==> config.mk <==
export PLATFORM = sky130hd
export DESIGN_NAME = hufd_pick
export DESIGN_NICKNAME = d
export VERILOG_FILES = /design/src/hdl/hufd_pkg.sv /design/src/hdl/hufd_pick.sv
export SDC_FILE = /design/constraint.sdc
export NUM_CORES = 1
export LEC_CHECK = 0
export ABC_AREA = 1
export BUFFER_PORTS_ARGS = -buffer_cell sky130_fd_sc_hd__buf_4
export CORE_MARGIN = 2
export CORE_UTILIZATION = 30
export DETAILED_ROUTE_END_ITERATION = 12
export PLACE_DENSITY = 0.85
export SLEW_MARGIN = 30
export SYNTH_ARGS = -nofsm -noshare
export SYNTH_HDL_FRONTEND = slang
export SYNTH_SLANG_ARGS = --single-unit
==> constraint.sdc <==
create_clock -name vclk -period 1.2
set_clock_uncertainty 0.2 [all_clocks]
set_input_delay 0.12 -clock vclk [all_inputs]
set_output_delay 0.12 -clock vclk [all_outputs]
set_load 0.01 [all_outputs]
==> src/hdl/hufd_pkg.sv <==
// hufd_pkg: request codes, transaction structs and shared constants for the
// bit-serial Huffman table decoder. No dependencies.
package hufd_pkg;

  // Request codes
  localparam logic [1:0] REQ_LOAD   = 2'd0;
  localparam logic [1:0] REQ_DECODE = 2'd1;
  localparam logic [1:0] REQ_CLEAR  = 2'd2;

  // Table cells per priority group
  localparam int GROUP_SIZE = 16;

  typedef struct packed {
    logic [1:0]  req_type;
    logic [7:0]  entry_index;
    logic [7:0]  entry_symbol;
    logic [15:0] entry_code;
    logic [4:0]  entry_length;
    logic [7:0]  code_byte;
    logic [3:0]  bit_count;
  } request_t;

  typedef struct packed {
    logic [7:0] symbol;
    logic       overflow;
    logic       last_of_item;
  } result_t;

  // One code table entry as held by a cell
  typedef struct packed {
    logic [7:0]  symbol;
    logic [15:0] code;
    logic [4:0]  length;
  } cell_entry_t;

endpackage

==> src/hdl/hufd_pick.sv <==
// hufd_pick: lowest-index priority select over a row of hit flags and
// symbols. Depends on hufd_pkg.
module hufd_pick import hufd_pkg::*; #(
  parameter int N = GROUP_SIZE
) (
  input  logic [N-1:0]      hit,
  input  logic [N-1:0][7:0] sym,
  output logic              any_hit,
  output logic [7:0]        first_sym
);

  // Walk from the top down so the lowest index overrides
  always_comb begin
    any_hit   = 1'b0;
    first_sym = 8'd0;
    for (int i = N - 1; i >= 0; i--) begin
      if (hit[i]) begin
        any_hit   = 1'b1;
        first_sym = sym[i];
      end
    end
  end

endmodule

==> flow_summary.toml, run 1 <==
[sta]
layout_setup_ws_ns = -0.361
hold_viol = 0
worst_pin_slew_ns = 0.353
setup_viol = 9
grt_setup_unrepaired = "true"
slew_headroom_pct = 76.2
min_period_ns = 1.56
slew_violations = 0
fmax_ghz = 0.641
final.setup.tns_ns = -2.78
period_share_pct = 130

[finish]
antenna_cells = 0
seqCellArea_um2 = 0
final_core_util_pct = 69.4
drive_gt1_share_pct = 53.8
nClkBuffers = 0
fin_area_um2 = 2780
syn_to_final_growth_pct = 122
num-nets-final = 572
seq_cell_count = 0
num-fill-cells = 364

[die]
core_area_um2 = 4000
dieArea_um2 = 4710
io_pins = 153
start_util_pct = 31.3
rows = 23
die_h_um = 68.6
die_x_um = 68.6

[yosys]
netlist_instances = 254
netlist_area_um2 = 1250
yosys.cell_types.count = 23
ys_seq_area_share_pct = 0
synth.net_count = 398
syn_avg_cell_area_um2 = 4.93
yosysWarnings = 0

[global_route]
grt_max_degree = 11
use_met3_pct = 2.27
antenna_found_initial = 0
use_met1_pct = 28.6
grt_use_met2_pct = 51.1
grt_pass1_wl_um = 9350
gr-total-overflow = 0
grt_pass1_vias = 2262
grt_usage_pct = 25.5
grt.busiest_layer = "met2"

[route]
wl_um = 6400
firstDrtPassIters = 4
vias_per_cell = 4.99
wl_per_cell_um = 13.4
ant_nets = 0
drt_first_iter_violations = 84
drc = 0
routed-via-count = 2377

[worst_setup_path]
cp-start-kind = "input pin"
worstPathRequired_ns = 0.88
critical_path.max_fanout = 7
crit_arrival_ns = 1.24
setup.worst_path.end_class = "primary output"
critPathKind = "input pin to primary output"

[place]
placement.io_buffers = 153
place.detailed.hpwl_um = 5440
place_area_um2 = 2590
gp_congestion = 0.863

[power_and_ir_drop]
seq_power_share_pct = 0
p_leak_nw = 1.44
power_uw = 938
p_int_uw = 547
p_sw_share_pct = 41.6
max-vdd-ir-drop_v = 0.000166
p_comb_share_pct = 100.0
p_clk_share_pct = 0
p_sw_uw = 390
power_density_nw_per_um2 = 338

[worst_hold_path]
min_path_type = "input pin to primary output"

[clock_tree]
cts_hold_buffers = 0

[status]
run_status = "complete, but fails checks"
violations = "setup timing"

[job]
cap_violations = 0
cells by family after synthesis:
family	after synthesis	synth area share (%)
AND/OR/NAND/NOR	166	55.7
AO/OA/AOI/OAI	60	32.7
buffers and inverters	28	11.6
placed cells by master, fill, tap and decap left out:
cell type	n
nand2_2	8
nor2_1	36
nand3_1	1
a21oi_2	6
a221oi_2	4
nor4_1	1
inv_2	10
buf_4	166
nand4_1	1
o221a_2	4
nor3_2	1
inv_4	3
nand2_1	88
o21ai_0	8
buf_12	1
buf_6	9
buf_8	3
a221oi_1	10
nand3_2	1
nor2_4	3
o21ai_1	2
nor2_8	1
nor4b_4	1
nor2_2	4
inv_1	8
nand2_4	4
nor3_1	16
o211ai_1	4
a21oi_1	22
cells in the mapped netlist (2+ instances only):
cell / instances / share of area [%]
inv_1: 13 / 3.9
a21oi_1: 24 / 9.6
nor2_4: 2 / 1.8
o221a_2: 4 / 3.6
a221oi_1: 13 / 9.1
inv_2: 8 / 2.4
nor2_1: 41 / 12
buf_2: 2 / 0.80
o21ai_0: 9 / 3.6
nand2_2: 2 / 1.0
buf_6: 5 / 4.5
nor3_1: 17 / 6.8
nand2_1: 98 / 29
o211ai_1: 4 / 2.4
a21oi_2: 4 / 2.8
through the flow:
stage | setup WS, ns | std cells | hold WS [ns]
2_1_floorplan | -0.0548 | 254 | 0.154
3_3_place_gp | -0.423 | 471 | 0.320
3_5_place_dp | -0.448 | 471 | 0.327
4_1_cts | -0.359 | 475 | 0.323
5_1_grt | -0.489 | 476 | 0.323
6_report | -0.361 | 476 | 0.313
layer usage:
layer	vias to the layer above	wire length, um	part of all wire [%]
li1	1209	-	-
met1	1051	2360	37
met2	107	3440	54
met3	10	499	7.8
met4	0	101	1.6
met5	-	0	0
power groups by stage:
stage / clock (mW) / sequential (mW) / combinational [mW]
floorplan: 0 / 0 / 0.349
global placement: 0 / 0 / 0.839
detailed placement: 0 / 0 / 0.857
CTS: 0 / 0 / 0.910
global route: 0 / 0 / 1.02
finish: 0 / 0 / 0.938
repair_timing:
item                       in CTS  in global routing
hold endpoints to repair        0                  0
resized for setup              29                 16
cloned                          0                  0
setup buffers                   4                  1
setup endpoints to repair       9                  9
pin swaps                      22                 14
worst paths after layout:
| check | startpoint | to | slack [ns] | depth (start not counted) |
|---|---|---|---|---|
| setup / recovery | hit[15] | first_sym[1] | -0.36 | 14 |
| hold / removal | sym[3] | first_sym[3] | 0.31 | 4 |
area by class of cell:
cell class	instances	area, um^2	share of cell area, %
multi-input cells	226	1220	43.8
repair buffers	179	1410	50.9
well taps	50	62.6	2.25
inverters	21	86.3	3.11
critical path, stage by stage:
cell,delay (ns)
buf_8,0.08
inv_4,0.03
nor2_4,0.17
nand2_1,0.08
nand2_1,0.07
nand2_1,0.06
nand2_1,0.08
nand2_1,0.05
nand2_1,0.05
nand2_1,0.04
nand2_1,0.07
nand2_1,0.07
a21oi_2,0.12
buf_4,0.13
Note: power is estimated with default switching activity, not from simulation.
==> run 2: changes to the inputs <==
--- a/config.mk
+++ b/config.mk
@@ -10,7 +10,7 @@
 export CORE_MARGIN = 2
 export CORE_UTILIZATION = 30
 export DETAILED_ROUTE_END_ITERATION = 12
-export PLACE_DENSITY = 0.85
+export PLACE_DENSITY = 0.82
 export SLEW_MARGIN = 30
 export SYNTH_ARGS = -nofsm -noshare
 export SYNTH_HDL_FRONTEND = slang
==> constraint.sdc (replaced) <==
create_clock -name vclk -period 1.5
set_clock_uncertainty 0.2 [all_clocks]
set_input_delay 0.15 -clock vclk [all_inputs]
set_output_delay 0.15 -clock vclk [all_outputs]
set_load 0.01 [all_outputs]
==> flow_summary.toml, run 2 (synthesized netlist as in run 1, its figures left out) <==
[route]
wl_met3_um = 591
routed-via-count = 2396
vias_per_cell = 4.99
wl_per_cell_um = 13.4
firstDrtPassIters = 4
wl_met2_um = 3430
ant_nets = 0
highest_layer = "met4"
drt_first_iter_violations = 81
wl_um = 6450
drt-met1-wl_um = 2350
drc = 0

[power_and_ir_drop]
p_int_uw = 441
seq_power_share_pct = 0
p_leak_nw = 1.45
power_density_nw_per_um2 = 268
power_uw = 750
p_clk_share_pct = 0
p_sw_uw = 310
max-vdd-ir-drop_v = 0.000151
p_comb_share_pct = 100.0
p_sw_share_pct = 41.3

[worst_setup_path]
cp_num_buf_inv = 3
setup.worst_path.end_class = "primary output"
worstPathRequired_ns = 1.15
crit_cells = 14
cpLargestDelayFamily = "simple AND/OR/NAND/NOR gates"
critical_path.max_fanout = 7
max_stage_delay_ns = 0.17
slowest_stage = "nor2_4"
critPathKind = "input pin to primary output"
crit_top_cell = "nand2_1"
crit_path_cell_trace = "buf_8, inv_4, nor2_4, nand2_1, nand2_1, nand2_1, nand2_1, nand2_1, nand2_1, nand2_1, nand2_1, nand2_2, a21oi_2, buf_4"
crit_arrival_ns = 1.25
cp-start-kind = "input pin"

[sta]
holdWs_ns = 0.371
worst_pin_slew_ns = 0.325
hold_viol = 0
period_share_pct = 107
min_period_ns = 1.60
slew_headroom_pct = 78.1
layout_setup_ws_ns = -0.103
slew_violations = 0
fmax_ghz = 0.624
setup_viol = 8
grt_setup_unrepaired = "true"

[finish]
nClkBuffers = 0
antenna_cells = 0
num-nets-final = 576
fin_cells = 480
seq_cell_count = 0
layout_common_cells = "buf_4, nand2_1, nor2_1, a21oi_1, nor3_1"
syn_to_final_growth_pct = 123
seqCellArea_um2 = 0
final_core_util_pct = 69.9
drive_gt1_share_pct = 53.3
final_common_cell = "buf_4"

[die]
die_h_um = 68.6
die_x_um = 68.6
dieArea_um2 = 4710
rows = 23
core_area_um2 = 4000
start_util_pct = 31.3
io_pins = 153

[global_route]
gr-total-overflow = 0
grt_pass1_wl_um = 9300
antenna_found_initial = 0
grt_pass1_vias = 2187
grt_usage_pct = 25.3
grt_max_degree = 12

[place]
gp_congestion = 0.805
placement.io_buffers = 153
dp_slack_ns = -0.156
dp.cells = 476
place.detailed.hpwl_um = 5290

[worst_hold_path]
min_path_type = "input pin to primary output"
holdPathStages = 4

[status]
violations = "setup timing"
run_status = "complete, but fails checks"

[job]
cap_violations = 0
-- run 2: cell types whose count changed in the layout (fill, tap and decap cells not counted), sizes merged --
cell / before / now
buf: 179 / 182
nor2: 44 / 45
-- run 2: power by group through the flow --
| stage | Combinational (mW) | Sequential [mW] | Clock (mW) |
|---|---|---|---|
| 4_1_cts | 0.728 | 0 | 0 |
| 3_3_place_gp | 0.671 | 0 | 0 |
| 2_1_floorplan | 0.265 | 0 | 0 |
| 6_report | 0.750 | 0 | 0 |
| 3_5_place_dp | 0.681 | 0 | 0 |
| 5_1_grt | 0.818 | 0 | 0 |
-- run 2: layout make-up --
type,instances,area (um^2)
Fill cell,365,1200
Inverter,21,86.3
Multi-Input combinational cell,227,1210
Tap cell,50,62.6
Timing Repair Buffer,182,1440
-- run 2: per-stage QoR --
| step | instance area (um^2) | TNS [ns] |
|---|---|---|
| after floorplan | 1250 | 0 |
| after global placement | 2590 | -0.927 |
| after detailed placement | 2590 | -1.13 |
| after CTS | 2750 | -0.520 |
| after global routing | 2800 | -1.38 |
| final | 2800 | -0.525 |
-- run 2: final timing paths --
check      endpoint     from
max    first_sym[1]  hit[15]
min    first_sym[6]   sym[6]
-- run 2: per-layer routing --
metal | vias up | global-route usage [%]
met5 | - | 0
met4 | 0 | 5.00
met3 | 8 | 2.44
met2 | 106 | 49.0
met1 | 1067 | 29.7
li1 | 1215 | -
-- run 2: repair_timing --
item / in CTS / in global routing
resized for setup: 30 / 14
gates cloned: 2 / 0
hold buffers: 0 / 0
buffers inserted: 2 / 0
pin swaps: 24 / 16
setup endpoints to repair: 9 / 9
==> run 3: changes to the inputs <==
--- a/config.mk
+++ b/config.mk
@@ -7,6 +7,7 @@
 export LEC_CHECK = 0
 export ABC_AREA = 1
 export BUFFER_PORTS_ARGS = -buffer_cell sky130_fd_sc_hd__buf_4
+export CORE_ASPECT_RATIO = 0.5
 export CORE_MARGIN = 2
 export CORE_UTILIZATION = 30
 export DETAILED_ROUTE_END_ITERATION = 12
==> flow_summary.toml, run 3 (synthesized netlist as in run 1, its figures left out) <==
[status]
run_status = "complete, but fails checks"
violations = "setup timing"

[place]
place.detailed.hpwl_um = 5540
dp_slack_ns = -0.156
placement.io_buffers = 153
place_area_um2 = 2560
gp_congestion = 0.944

[power_and_ir_drop]
p_sw_share_pct = 41.4
p_comb_share_pct = 100.0
p_leak_nw = 1.45
power_density_nw_per_um2 = 273
p_int_uw = 453
power_uw = 774
seq_power_share_pct = 0
p_clk_share_pct = 0
max-vdd-ir-drop_v = 0.000110
p_sw_uw = 320

[finish]
final_core_util_pct = 71.9
syn_to_final_growth_pct = 126
drive_gt1_share_pct = 54.7
antenna_cells = 0
layout_common_cells = "buf_4, nand2_1, nor2_1, nor3_1, a21oi_1"
fin_area_um2 = 2840
seqCellArea_um2 = 0
num-nets-final = 574
multi_input_area_um2 = 1210
seq_cell_count = 0
final_common_cell = "buf_4"
num-fill-cells = 338
nClkBuffers = 0

[die]
start_util_pct = 31.8
die_x_um = 95.4
rows = 16
core_area_um2 = 3940
die_h_um = 49.7
io_pins = 153
dieArea_um2 = 4740

[clock_tree]
cts_hold_buffers = 0

[route]
ant_nets = 0
drc = 0
routed-via-count = 2423
firstDrtPassIters = 4
wl_per_cell_um = 14.0
vias_per_cell = 5.03
drt_first_iter_violations = 90
wl_um = 6720

[sta]
slew_violations = 0
worst_pin_slew_ns = 0.357
holdWs_ns = 0.378
slew_headroom_pct = 76.2
setup_viol = 8
period_share_pct = 107
fmax_ghz = 0.621
min_period_ns = 1.61
hold_viol = 0
layout_setup_ws_ns = -0.111
grt_setup_unrepaired = "true"

[worst_setup_path]
setup.worst_path.end_class = "primary output"
worstPathRequired_ns = 1.15
critPathKind = "input pin to primary output"
crit_arrival_ns = 1.26
crit_path_cell_trace = "buf_4, inv_4, nor2_4, buf_4, a21oi_1, nand2_1, nand2_1, nand2_1, nand2_1, nand2_1, nand2_1, nand2_1, buf_4"
crit_top_cell = "nand2_1"
critical_path.max_fanout = 7
slowest_stage = "buf_4"
max_stage_delay_ns = 0.14
cp_num_buf_inv = 4
cp-start-kind = "input pin"
cpLargestDelayFamily = "simple AND/OR/NAND/NOR gates"

[global_route]
antenna_found_initial = 0
gr-total-overflow = 0
grt_pass1_vias = 2346
grt_pass1_wl_um = 10400
grt_max_degree = 12
grt_usage_pct = 27.1

[worst_hold_path]
min_path_type = "input pin to primary output"

[job]
cap_violations = 0
==> run 3: final cells by class <==
cell class / instances / share of cell area (%)
repair buffers: 180 / 51.8
multi-input cells: 227 / 42.7
inverters: 21 / 3.13
well taps: 54 / 2.38
==> run 3: power groups by stage <==
stage / Sequential, mW / Clock, mW / Combinational (mW)
after detailed placement: 0 / 0 / 0.678
after CTS: 0 / 0 / 0.744
after global placement: 0 / 0 / 0.664
final: 0 / 0 / 0.774
after floorplan: 0 / 0 / 0.265
after global routing: 0 / 0 / 0.835
==> run 3: through the flow <==
| stage | instances | TNS [ns] |
|---|---|---|
| global placement | 474 | -0.841 |
| detailed placement | 474 | -1.05 |
| CTS | 480 | -0.380 |
| floorplan | 254 | 0 |
| finish | 482 | -0.514 |
| global route | 482 | -1.54 |
==> run 3: final timing paths <==
| kind | start | slack, ns | cells past startpoint | to |
|---|---|---|---|---|
| worst max-delay path | hit[12] | -0.11 | 13 | first_sym[4] |
| worst min-delay path | sym[5] | 0.38 | 4 | first_sym[5] |
==> run 3: repair_timing <==
action | in CTS | in global routing
buffers inserted | 4 | 2
setup endpoints to repair | 9 | 9
hold endpoints to repair | 0 | 0
pin swaps | 17 | 13
gates cloned | 2 | 0
gates resized for setup | 42 | 13
==> run 3: routing by layer <==
layer,GRT usage (%),wire (um),part of all wire (%)
met2,50.9,3480,52
met5,0,0,0
met4,4.76,144,2.1
met1,34.2,2680,40
met3,2.14,419,6.2
==> run 3: tightest hold or removal path, delay by kind of cell <==
kind	cells	cell delay (ns)
buffers and inverters	2	0.19
and+or+nand+nor	2	0.09
