`config.mk`:
```
export PLATFORM = sky130hd
export DESIGN_NAME = hufd_cell
export DESIGN_NICKNAME = d
export VERILOG_FILES = /design/src/hdl/hufd_pkg.sv /design/src/hdl/hufd_cell.sv
export SDC_FILE = /design/constraint.sdc
export NUM_CORES = 1
export LEC_CHECK = 0
export BUFFER_PORTS_ARGS = -buffer_cell sky130_fd_sc_hd__buf_2
export CAP_MARGIN = 5
export CORE_ASPECT_RATIO = 1.75
export CORE_MARGIN = 1
export CORE_UTILIZATION = 35
export DETAILED_ROUTE_END_ITERATION = 7
export PLACE_DENSITY_LB_ADDON = 0.05
export SYNTH_ARGS = -nofsm -noshare
export SYNTH_HDL_FRONTEND = slang
export SYNTH_SLANG_ARGS = --single-unit
```
`constraint.sdc`:
```
create_clock -name clk -period 2.3 [get_ports clk]
set_clock_uncertainty 0.1 [all_clocks]
set_input_delay 0.115 -clock clk [delete_from_list [all_inputs] [get_ports clk]]
set_output_delay 0.115 -clock clk [all_outputs]
set_load 0.01 [all_outputs]
```
`src/hdl/hufd_pkg.sv`:
```
// hufd_pkg: request codes, transaction structs and shared constants for the
// bit-serial Huffman table decoder. No dependencies.
package hufd_pkg;

  // Request codes
  localparam logic [1:0] REQ_LOAD   = 2'd0;
  localparam logic [1:0] REQ_DECODE = 2'd1;
  localparam logic [1:0] REQ_CLEAR  = 2'd2;

  // Table cells per priority group
  localparam int GROUP_SIZE = 16;

  typedef struct packed {
    logic [1:0]  req_type;
    logic [7:0]  entry_index;
    logic [7:0]  entry_symbol;
    logic [15:0] entry_code;
    logic [4:0]  entry_length;
    logic [7:0]  code_byte;
    logic [3:0]  bit_count;
  } request_t;

  typedef struct packed {
    logic [7:0] symbol;
    logic       overflow;
    logic       last_of_item;
  } result_t;

  // One code table entry as held by a cell
  typedef struct packed {
    logic [7:0]  symbol;
    logic [15:0] code;
    logic [4:0]  length;
  } cell_entry_t;

endpackage

```
`src/hdl/hufd_cell.sv`:
```
// hufd_cell: one code table entry with its own comparator against the
// shared bit accumulator. Depends on hufd_pkg.
module hufd_cell import hufd_pkg::*; #(
  parameter int MAX_CODE_LEN = 16
) (
  input  logic                               clk,
  input  logic                               write,
  input  cell_entry_t                        entry,
  input  logic [MAX_CODE_LEN-1:0]            acc,
  input  logic [$clog2(MAX_CODE_LEN+1)-1:0]  acc_len,
  output logic                               hit,
  output logic [7:0]                         symbol
);

  localparam int CW = (MAX_CODE_LEN > 16) ? MAX_CODE_LEN : 16;
  localparam logic [5:0] MAXL = 6'(MAX_CODE_LEN);

  cell_entry_t   stored;
  logic [CW-1:0] code_ext;
  logic [CW-1:0] acc_ext;
  logic [CW-1:0] mask;
  logic          len_ok;
  logic          hit_next;

  // Entry storage, written by a load transaction
  always_ff @(posedge clk) begin
    if (write) begin
      stored <= entry;
    end
  end

  // Length must be used, in range and equal to the accumulated length;
  // only the low length bits of the stored code take part
  always_comb begin
    code_ext = CW'(stored.code);
    acc_ext  = CW'(acc);
    mask     = ~({CW{1'b1}} << stored.length);
    len_ok   = (stored.length != 5'd0) && ({1'b0, stored.length} <= MAXL) &&
               ({1'b0, stored.length} == 6'(acc_len));
    hit_next = len_ok && ((code_ext & mask) == acc_ext);
  end

  always_ff @(posedge clk) begin
    hit <= hit_next;
  end

  assign symbol = stored.symbol;

endmodule

```
==> impl_metrics.tcl, run 1 <==
set metrics [dict create \
    status "finished clean" \
    grt.overflow.total 0 \
    end_kind "flop" \
    use_met2_pct 27.8 \
    drc 0 \
    cap_violations 0 \
    cp-start-kind "flop" \
    synth_edf_count 29 \
    regArea_sq_um 891 \
    cts_buffers 5 \
    cts_tree "done" \
    synth.distinct_cells 39 \
    ys_warn_count 0 \
    layout_commonest_cell "buf_2" \
    ys.flop_type "edfxtp_1" \
    cts_hold_buf 29 \
    ys_seq_elements 30 \
    setup_ws_ns 0.390 \
    netlist_area_sq_um 1460 \
    path_buf_inv 0 \
    die_h_microns 87.5 \
    wl_microns 3060 \
    cts_resized 0 \
    worst_slew_pin_slew_ns 0.632 \
    vias 1151 \
    rsz0062_at_grt "false" \
    ant_nets 0 \
    finalSetupTns_ns 0 \
    clkLatencyLatePin_ns 0.28 \
    post-place-ws_ns 0.396 \
    cp_max_fo 14 \
    cp.arrival_ns 2.00 \
    required_ns 2.39 \
    grt_max_degree 30 \
    busiest_layer "met2" \
    post-cts-setup-buffers 0 \
    max_slew_margin_pct 57.8 \
    portBuffers 60 \
    path_cells "or3_1 -> o21ai_1 -> xor2_1 -> nand4_1 -> nor4_2" \
    cts_sinks 30 \
    area_delta_synth_final_pct 45.8 \
    cp_slowest_cell "edfxtp_1" \
    finalHoldViolCount 0 \
    period_share_pct 83.0 \
    diodes 0 \
    initial_core_util_pct 37.1 \
    syn-instance-count 109 \
    ios 61 \
    worstHoldPathType "input port to flop" \
    critPathKind "flop to flop" \
    clkSlewWorstSetupHoldPaths_ns 0.06 \
    core_sq_um 3940 \
    slowest_delay_ns 0.56 \
    firstDrtPassIters 4 \
    grtUsageTotal_pct 15.1 \
    grt_pass1_vias 1161 \
    ir_drop_v 0.000390 \
    h-tree-depth 2 \
    final_cell_mix "buf_2, edfxtp_1, dlygate4sd3_1" \
    num_rows 30 \
    synthesis.nets 161 \
    setup-violations-final 0 \
    drv_slew 0 \
    clockBufferDepth 2 \
    wl_per_cell_microns 12.6 \
    die_area_sq_um 4450 \
    multi_input_area_sq_um 465 \
    gp_congestion 0.839 \
    synth_area_per_cell_sq_um 13.4 \
    met1_usage_pct 15.3 \
    fill_cells 374 \
    timing.final.crit_period_ns 1.91 \
    power.density_nw_per_um2 654 \
    p_leak_uw 0.000884 \
    drt_iter0_markers 23 \
    cp_top_family "simple AND/OR/NAND/NOR gates" \
    dieWidth_microns 50.9 \
    use_met3_pct 4.19 \
    yosysSeqAreaShare_pct 60.9 \
    cts_root_buf "clkbuf_8" \
    grt_pass1_wl_microns 4860 \
    antenna_found_initial 0 \
    max_freq_mhz 524 \
    fin_nets 245 \
    hpwl_microns 2230 \
    async_reset_ff_share_pct 0 \
    via_per_inst 4.76 \
    drive_gt1_share_pct 38.1 \
]
==> synthesized netlist by cell type, drive strengths merged (2+ instances only) <==
cell / n / area (sq um)
nor2: 2 / 10.0
a211o: 2 / 18.8
nor4: 2 / 18.8
nand4: 4 / 25.0
a221oi: 2 / 23.8
o21ai: 8 / 40.0
inv: 2 / 7.51
clkbuf: 2 / 7.51
buf: 11 / 91.3
o21a: 2 / 15.0
nor2b: 3 / 18.8
and3: 3 / 20.0
edfxtp: 29 / 871
xor2: 14 / 123
nor3: 2 / 10.0
nand2: 3 / 11.3
xnor2: 2 / 17.5
nand3: 3 / 15.0
or4: 2 / 15.0
==> final timing paths <==
path | to | startpoint | depth (start not counted) | slack (ns)
worst min register to register | hit | code_ext[3] | 3 | 0.54
worst max register to register | hit | stored[2] | 5 | 0.39
worst max-delay path | hit | stored[2] | 5 | 0.39
worst min-delay path | hit | acc[10] | 4 | 0.04
==> sequential cells by signal, indices dropped and copies added, names as in the netlist <==
name,flops
hit,1
symbol,8
stored,5
code_ext,16
==> power breakdown <==
group          switching, uW  total, uW  internal [uW]
logic                   82.7        199            116
clock network            194        516            323
registers               31.9        679            647
==> tightest hold or removal path, stage by stage <==
cell     delay, ns
buf_2         0.09
xor2_1        0.07
nand2_1       0.07
nor4_2        0.04
==> layer usage <==
metal	vias up	share of wire (%)	routed length (microns)
met5	-	0	0
met4	0	2.3	70
met3	7	5.5	169
met2	40	55	1670
met1	533	37	1140
li1	571	-	-
==> layout make-up <==
type                            count  area share, %
Sequential cell                    30           41.8
Tap cell                           48           2.82
Inverter                            2          0.352
Timing Repair Buffer               90           28.1
Clock inverter                      2           1.76
Multi-Input combinational cell     64           21.8
Clock buffer                        6           3.40
==> per-stage QoR <==
step | std cells | utilization [%] | hold slack (ns) | cell area [sq um] | total power (uW)
5_1_grt | 242 | 54.1 | 0.0604 | 2130 | 1450
3_3_place_gp | 205 | 43.9 | 0.191 | 1730 | 849
3_5_place_dp | 205 | 43.9 | 0.193 | 1730 | 854
2_1_floorplan | 109 | - | 0.114 | 1460 | 786
6_report | 242 | 54.1 | 0.0406 | 2130 | 1390
4_1_cts | 242 | 54.1 | 0.0383 | 2130 | 1410
==> kinds of logic after synthesis <==
kind of cell	count (synthesis)	share of synthesized area, %
adders and majority gates	1	0.684
DFF	30	60.9
xor gates and xnor gates	16	9.58
AOI/OAI and AO/OA	21	10.9
and+or+nand+nor	26	10.7
buffers and inverters	15	7.27
No activity file was read; power rests on OpenSTA's default activity.
==> inputs of run 2 (changes only) <==
Clock period 2.3 ns to 1.9 ns, I/O delays scaled along.
==> run 2 against run 1 <==
The flow now finishes with violations (negative setup slack). Register-to-register slack worse by 0.40 ns. First-iteration DRC count is 8.7% lower. Die area stayed put. Flip-flop and latch count stayed put. Worst setup slack worse by 0.40 ns. Critical path depth is 1 higher. Sequential power is 19% higher. Worst hold slack worse by 0.012 ns. Critical path type unchanged.
==> impl_metrics.tcl, run 2 (synthesized netlist as in run 1, its figures left out) <==
set metrics [dict create \
    ir_drop_v 0.000626 \
    end_kind "flop" \
    stdcell_count 257 \
    max_freq_mhz 523 \
    clkLatencyLatePin_ns 0.28 \
    wl_microns 3370 \
    required_ns 1.98 \
    finalSetupTns_ns -0.0105 \
    wl_per_cell_microns 13.1 \
    core_sq_um 3940 \
    clockBufferDepth 2 \
    largest_register_ffs 16 \
    timing.rr.start "stored[0]" \
    h-tree-depth 2 \
    ant_nets 0 \
    via_per_inst 4.74 \
    timing.final.crit_period_ns 1.91 \
    grt.overflow.total 0 \
    min_delay_worst_endpoint "hit" \
    violations "negative setup slack" \
    num_rows 30 \
    dieWidth_microns 50.9 \
    firstDrtPassIters 4 \
    drt_iter0_markers 21 \
    initial_core_util_pct 37.1 \
    min_from "acc[1]" \
    drv_slew 0 \
    cts_sinks 30 \
    hpwl_microns 2210 \
    layout_commonest_cell "buf_2" \
    hold_depth 4 \
    vias 1217 \
    dp.cells 207 \
    worst_slew_pin_slew_ns 0.615 \
    cp.arrival_ns 1.99 \
    cts_buffers 5 \
    setup-violations-final 1 \
    die_h_microns 87.5 \
    cp-start-kind "flop" \
    status "finished with violations" \
    drive_gt1_share_pct 45.9 \
    ios 61 \
    gp_congestion 0.822 \
    rsz0062_at_grt "true" \
    cts_root_buf "clkbuf_8" \
    grt_pass1_wl_microns 5140 \
    reg2regPathDepth 6 \
    reg2reg_setup_slack_ns -0.01 \
    max_slew_margin_pct 59.0 \
    grtUsageTotal_pct 16.2 \
    die_area_sq_um 4450 \
    period_share_pct 101 \
    fin_nets 260 \
    grt_max_degree 30 \
    final_area_sq_um 2300 \
    cts_tree "done" \
    final_cell_mix "buf_2, edfxtp_1, dlygate4sd3_1" \
    setup_ws_ns -0.0105 \
    drc 0 \
    cap_violations 0 \
    area_delta_synth_final_pct 57.5 \
    r2r_end "hit" \
    placed_area_sq_um 1750 \
    startpoint "stored[0]" \
    finalHoldViolCount 0 \
    grt_pass1_vias 1220 \
    clkSlewWorstSetupHoldPaths_ns 0.07 \
    portBuffers 60 \
    p_leak_uw 0.000979 \
    critPathKind "flop to flop" \
    cp_max_fo 6 \
    diodes 0 \
    antenna_found_initial 0 \
    worstHoldPathType "input port to flop" \
    power.density_nw_per_um2 763 \
]
==> run 2: cell count changes in the layout (fill, tap and decap cells not counted), sizes merged <==
cell / change
buf: +14
clkbuf: -1
clkinvlp: +1
dlymetal6s2s: +1
==> run 2: layout make-up <==
| type | instances | area (sq um) |
|---|---|---|
| clock inverter | 3 | 45.0 |
| fill | 353 | 1640 |
| inverter | 2 | 7.51 |
| timing repair buffer | 105 | 727 |
| multi-input combinational | 64 | 504 |
| tap | 48 | 60.1 |
| clock buffer | 5 | 68.8 |
| sequential | 30 | 891 |
==> run 2: what timing repair did <==
item                                   4_1_cts  5_1_grt
endpoints found under the hold margin       29        0
setup endpoints to repair                    1        1
setup buffers                               10        4
hold buffers                                29        0
gates resized for setup                      1       10
pin swaps                                    0       10
==> run 2: layer usage <==
| layer | track usage (%) | vias to the layer above | wire (microns) |
|---|---|---|---|
| li1 | - | 599 | - |
| met1 | 16.4 | 569 | 1220 |
| met2 | 29.8 | 41 | 1940 |
| met3 | 4.01 | 8 | 150 |
| met4 | 8.59 | 0 | 67 |
| met5 | 0 | - | 0 |
==> run 2: critical path, stage by stage (launching register included) <==
cell and delay [ns]:
edfxtp_1 0.46, buf_6 0.17, or4_4 0.51, nand3_2 0.08
xor2_1 0.13, nand2_1 0.09, nor4_2 0.28
==> run 2: worst max path at each step <==
stage,cells after the start,endpoint,slack [ns]
5_1_grt,6,hit,-0.07
6_report,6,hit,-0.01
3_3_place_gp,5,hit,0.03
3_5_place_dp,5,hit,-0.06
2_1_floorplan,6,hit,0.23
4_1_cts,6,hit,0.02
==> run 2: stage by stage <==
stage                     hold WS [ns]  total power [uW]  worst slack [ns]  util, %
after floorplan                 0.0939               951             0.235        -
after global placement           0.172              1030            0.0306     44.3
after detailed placement         0.173              1040           -0.0551     44.3
after CTS                       0.0254              1750            0.0163     56.6
after global routing            0.0418              1830           -0.0741     58.4
final                           0.0290              1760           -0.0105     58.4
==> run 2: power by group <==
| part | internal [uW] | leakage (uW) | switching, uW |
|---|---|---|---|
| Clock | 390 | 0.0000504 | 249 |
| Sequential | 783 | 0.000292 | 26.5 |
| Combinational | 178 | 0.000636 | 131 |
==> inputs of run 3 (changes only) <==
Settings changed: CORE_UTILIZATION 35 to 45.
==> run 3 against run 2 <==
The flow now finishes without violations. Wire length decreased by 4.2%. Sequential share of layout area up 1.8 points. First-iteration DRC count down 38%. Critical path depth unchanged. Clock-buffer cell count is 1 higher. Worst setup slack better by 0.094 ns. Core utilization rose by 12 points. Clock power is 25% lower. Power down 10%. Register-to-register slack improved by 0.09 ns. Critical path type unchanged. Largest power group unchanged. Highest routed layer unchanged.
==> impl_metrics.tcl, run 3 (synthesized netlist as in run 1, its figures left out) <==
set metrics [dict create \
    max_freq_mhz 550 \
    critPathKind "flop to flop" \
    wl_met1_microns 1160 \
    wl_met3_microns 117 \
    diodes 0 \
    post-place-ws_ns 0.0461 \
    num_rows 27 \
    cts_root_buf "clkbuf_8" \
    worst_slew_pin_slew_ns 0.656 \
    clockBufferDepth 2 \
    core_sq_um 3110 \
    initial_core_util_pct 47.1 \
    final_util_pct 70.9 \
    ios 61 \
    layout_commonest_cell "buf_2" \
    cts_buffers 5 \
    grt_max_degree 30 \
    portBuffers 60 \
    timing.final.crit_period_ns 1.82 \
    drc 0 \
    area_delta_synth_final_pct 50.6 \
    h-tree-depth 2 \
    drv_slew 0 \
    clkSlewWorstSetupHoldPaths_ns 0.06 \
    p_leak_uw 0.000945 \
    ant_nets 0 \
    wl_microns 3230 \
    end_kind "flop" \
    setup-violations-final 0 \
    grt.overflow.total 0 \
    fill_cells 248 \
    firstDrtPassIters 4 \
    status "finished clean" \
    wl_met2_microns 1900 \
    antenna_found_initial 0 \
    die_area_sq_um 3490 \
    fin_nets 257 \
    cts_sinks 30 \
    cap_violations 0 \
    max_slew_margin_pct 56.3 \
    cp.arrival_ns 1.91 \
    finalSetupTns_ns 0 \
    gp_congestion 0.870 \
    hpwl_microns 2170 \
    ir_drop_v 0.000860 \
    regArea_sq_um 891 \
    cp_max_fo 9 \
    dieWidth_microns 45.1 \
    cts_tree "done" \
    clkLatencyLatePin_ns 0.27 \
    required_ns 1.99 \
    drive_gt1_share_pct 41.7 \
    grt_pass1_wl_microns 4750 \
    setup_ws_ns 0.0834 \
    drt_iter0_markers 13 \
    reg2reg_setup_slack_ns 0.08 \
    cp-start-kind "flop" \
    die_h_microns 77.4 \
    grtUsageTotal_pct 18.9 \
    wl_per_cell_microns 13.0 \
    finalHoldViolCount 0 \
    grt_pass1_vias 1223 \
    highest_layer "met4" \
    worstHoldPathType "input port to flop" \
    power.density_nw_per_um2 715 \
    largest_register_ffs 16 \
    final_cell_mix "buf_2, edfxtp_1, dlygate4sd3_1" \
    vias 1176 \
    multi_input_area_sq_um 473 \
    period_share_pct 95.6 \
    via_per_inst 4.72 \
]
run 3: area by class of cell:
cell class,instances,area share (%)
sequential,30,40.4
timing repair buffer,102,31.6
multi-input combinational,64,21.5
clock buffer,6,3.29
tap,43,2.44
clock inverter,2,0.398
inverter,2,0.341
run 3: path summary, 6_finish.rpt:
kind | from | depth (start not counted) | end
max | stored[1] | 6 | hit
min | acc[10] | 4 | hit
max reg2reg | stored[1] | 6 | hit
min reg2reg | code_ext[3] | 3 | hit
run 3: per-stage QoR:
step / hold WS, ns / instances / power, uW / instance area, sq um
2_1_floorplan: 0.0939 / 109 / 951 / 1460
3_3_place_gp: 0.171 / 204 / 1030 / 1760
3_5_place_dp: 0.173 / 204 / 1040 / 1760
4_1_cts: 0.0347 / 241 / 1560 / 2130
5_1_grt: 0.0661 / 249 / 1630 / 2200
6_report: 0.0351 / 249 / 1570 / 2200
run 3: per-layer routing:
metal  vias up  track usage [%]
li1        595                -
met1       541             17.9
met2        35             36.4
met3         5             3.95
met4         0             7.27
met5         -                0
run 3: critical path, cell delays in order, from the launching register on:
cell and delay, ns:
edfxtp_1 0.47, buf_6 0.18, or4_4 0.47, nand3_1 0.11, xor2_1 0.17, nand2_1 0.10, nor4_2 0.13
run 3: what timing repair did:
action                                  CTS  global route
hold buffers                             29             0
gates resized for setup                   0             4
endpoints found under the setup margin    0             1
endpoints found under the hold margin    29             0
setup buffers                             0             8
run 3: report_power, final:
group          leakage [uW]  internal [uW]  total (uW)  switching, uW
Clock             0.0000426            251         476            225
Combinational      0.000611            167         288            122
Sequential         0.000292            783         811           27.8
Total              0.000945           1200        1570            374
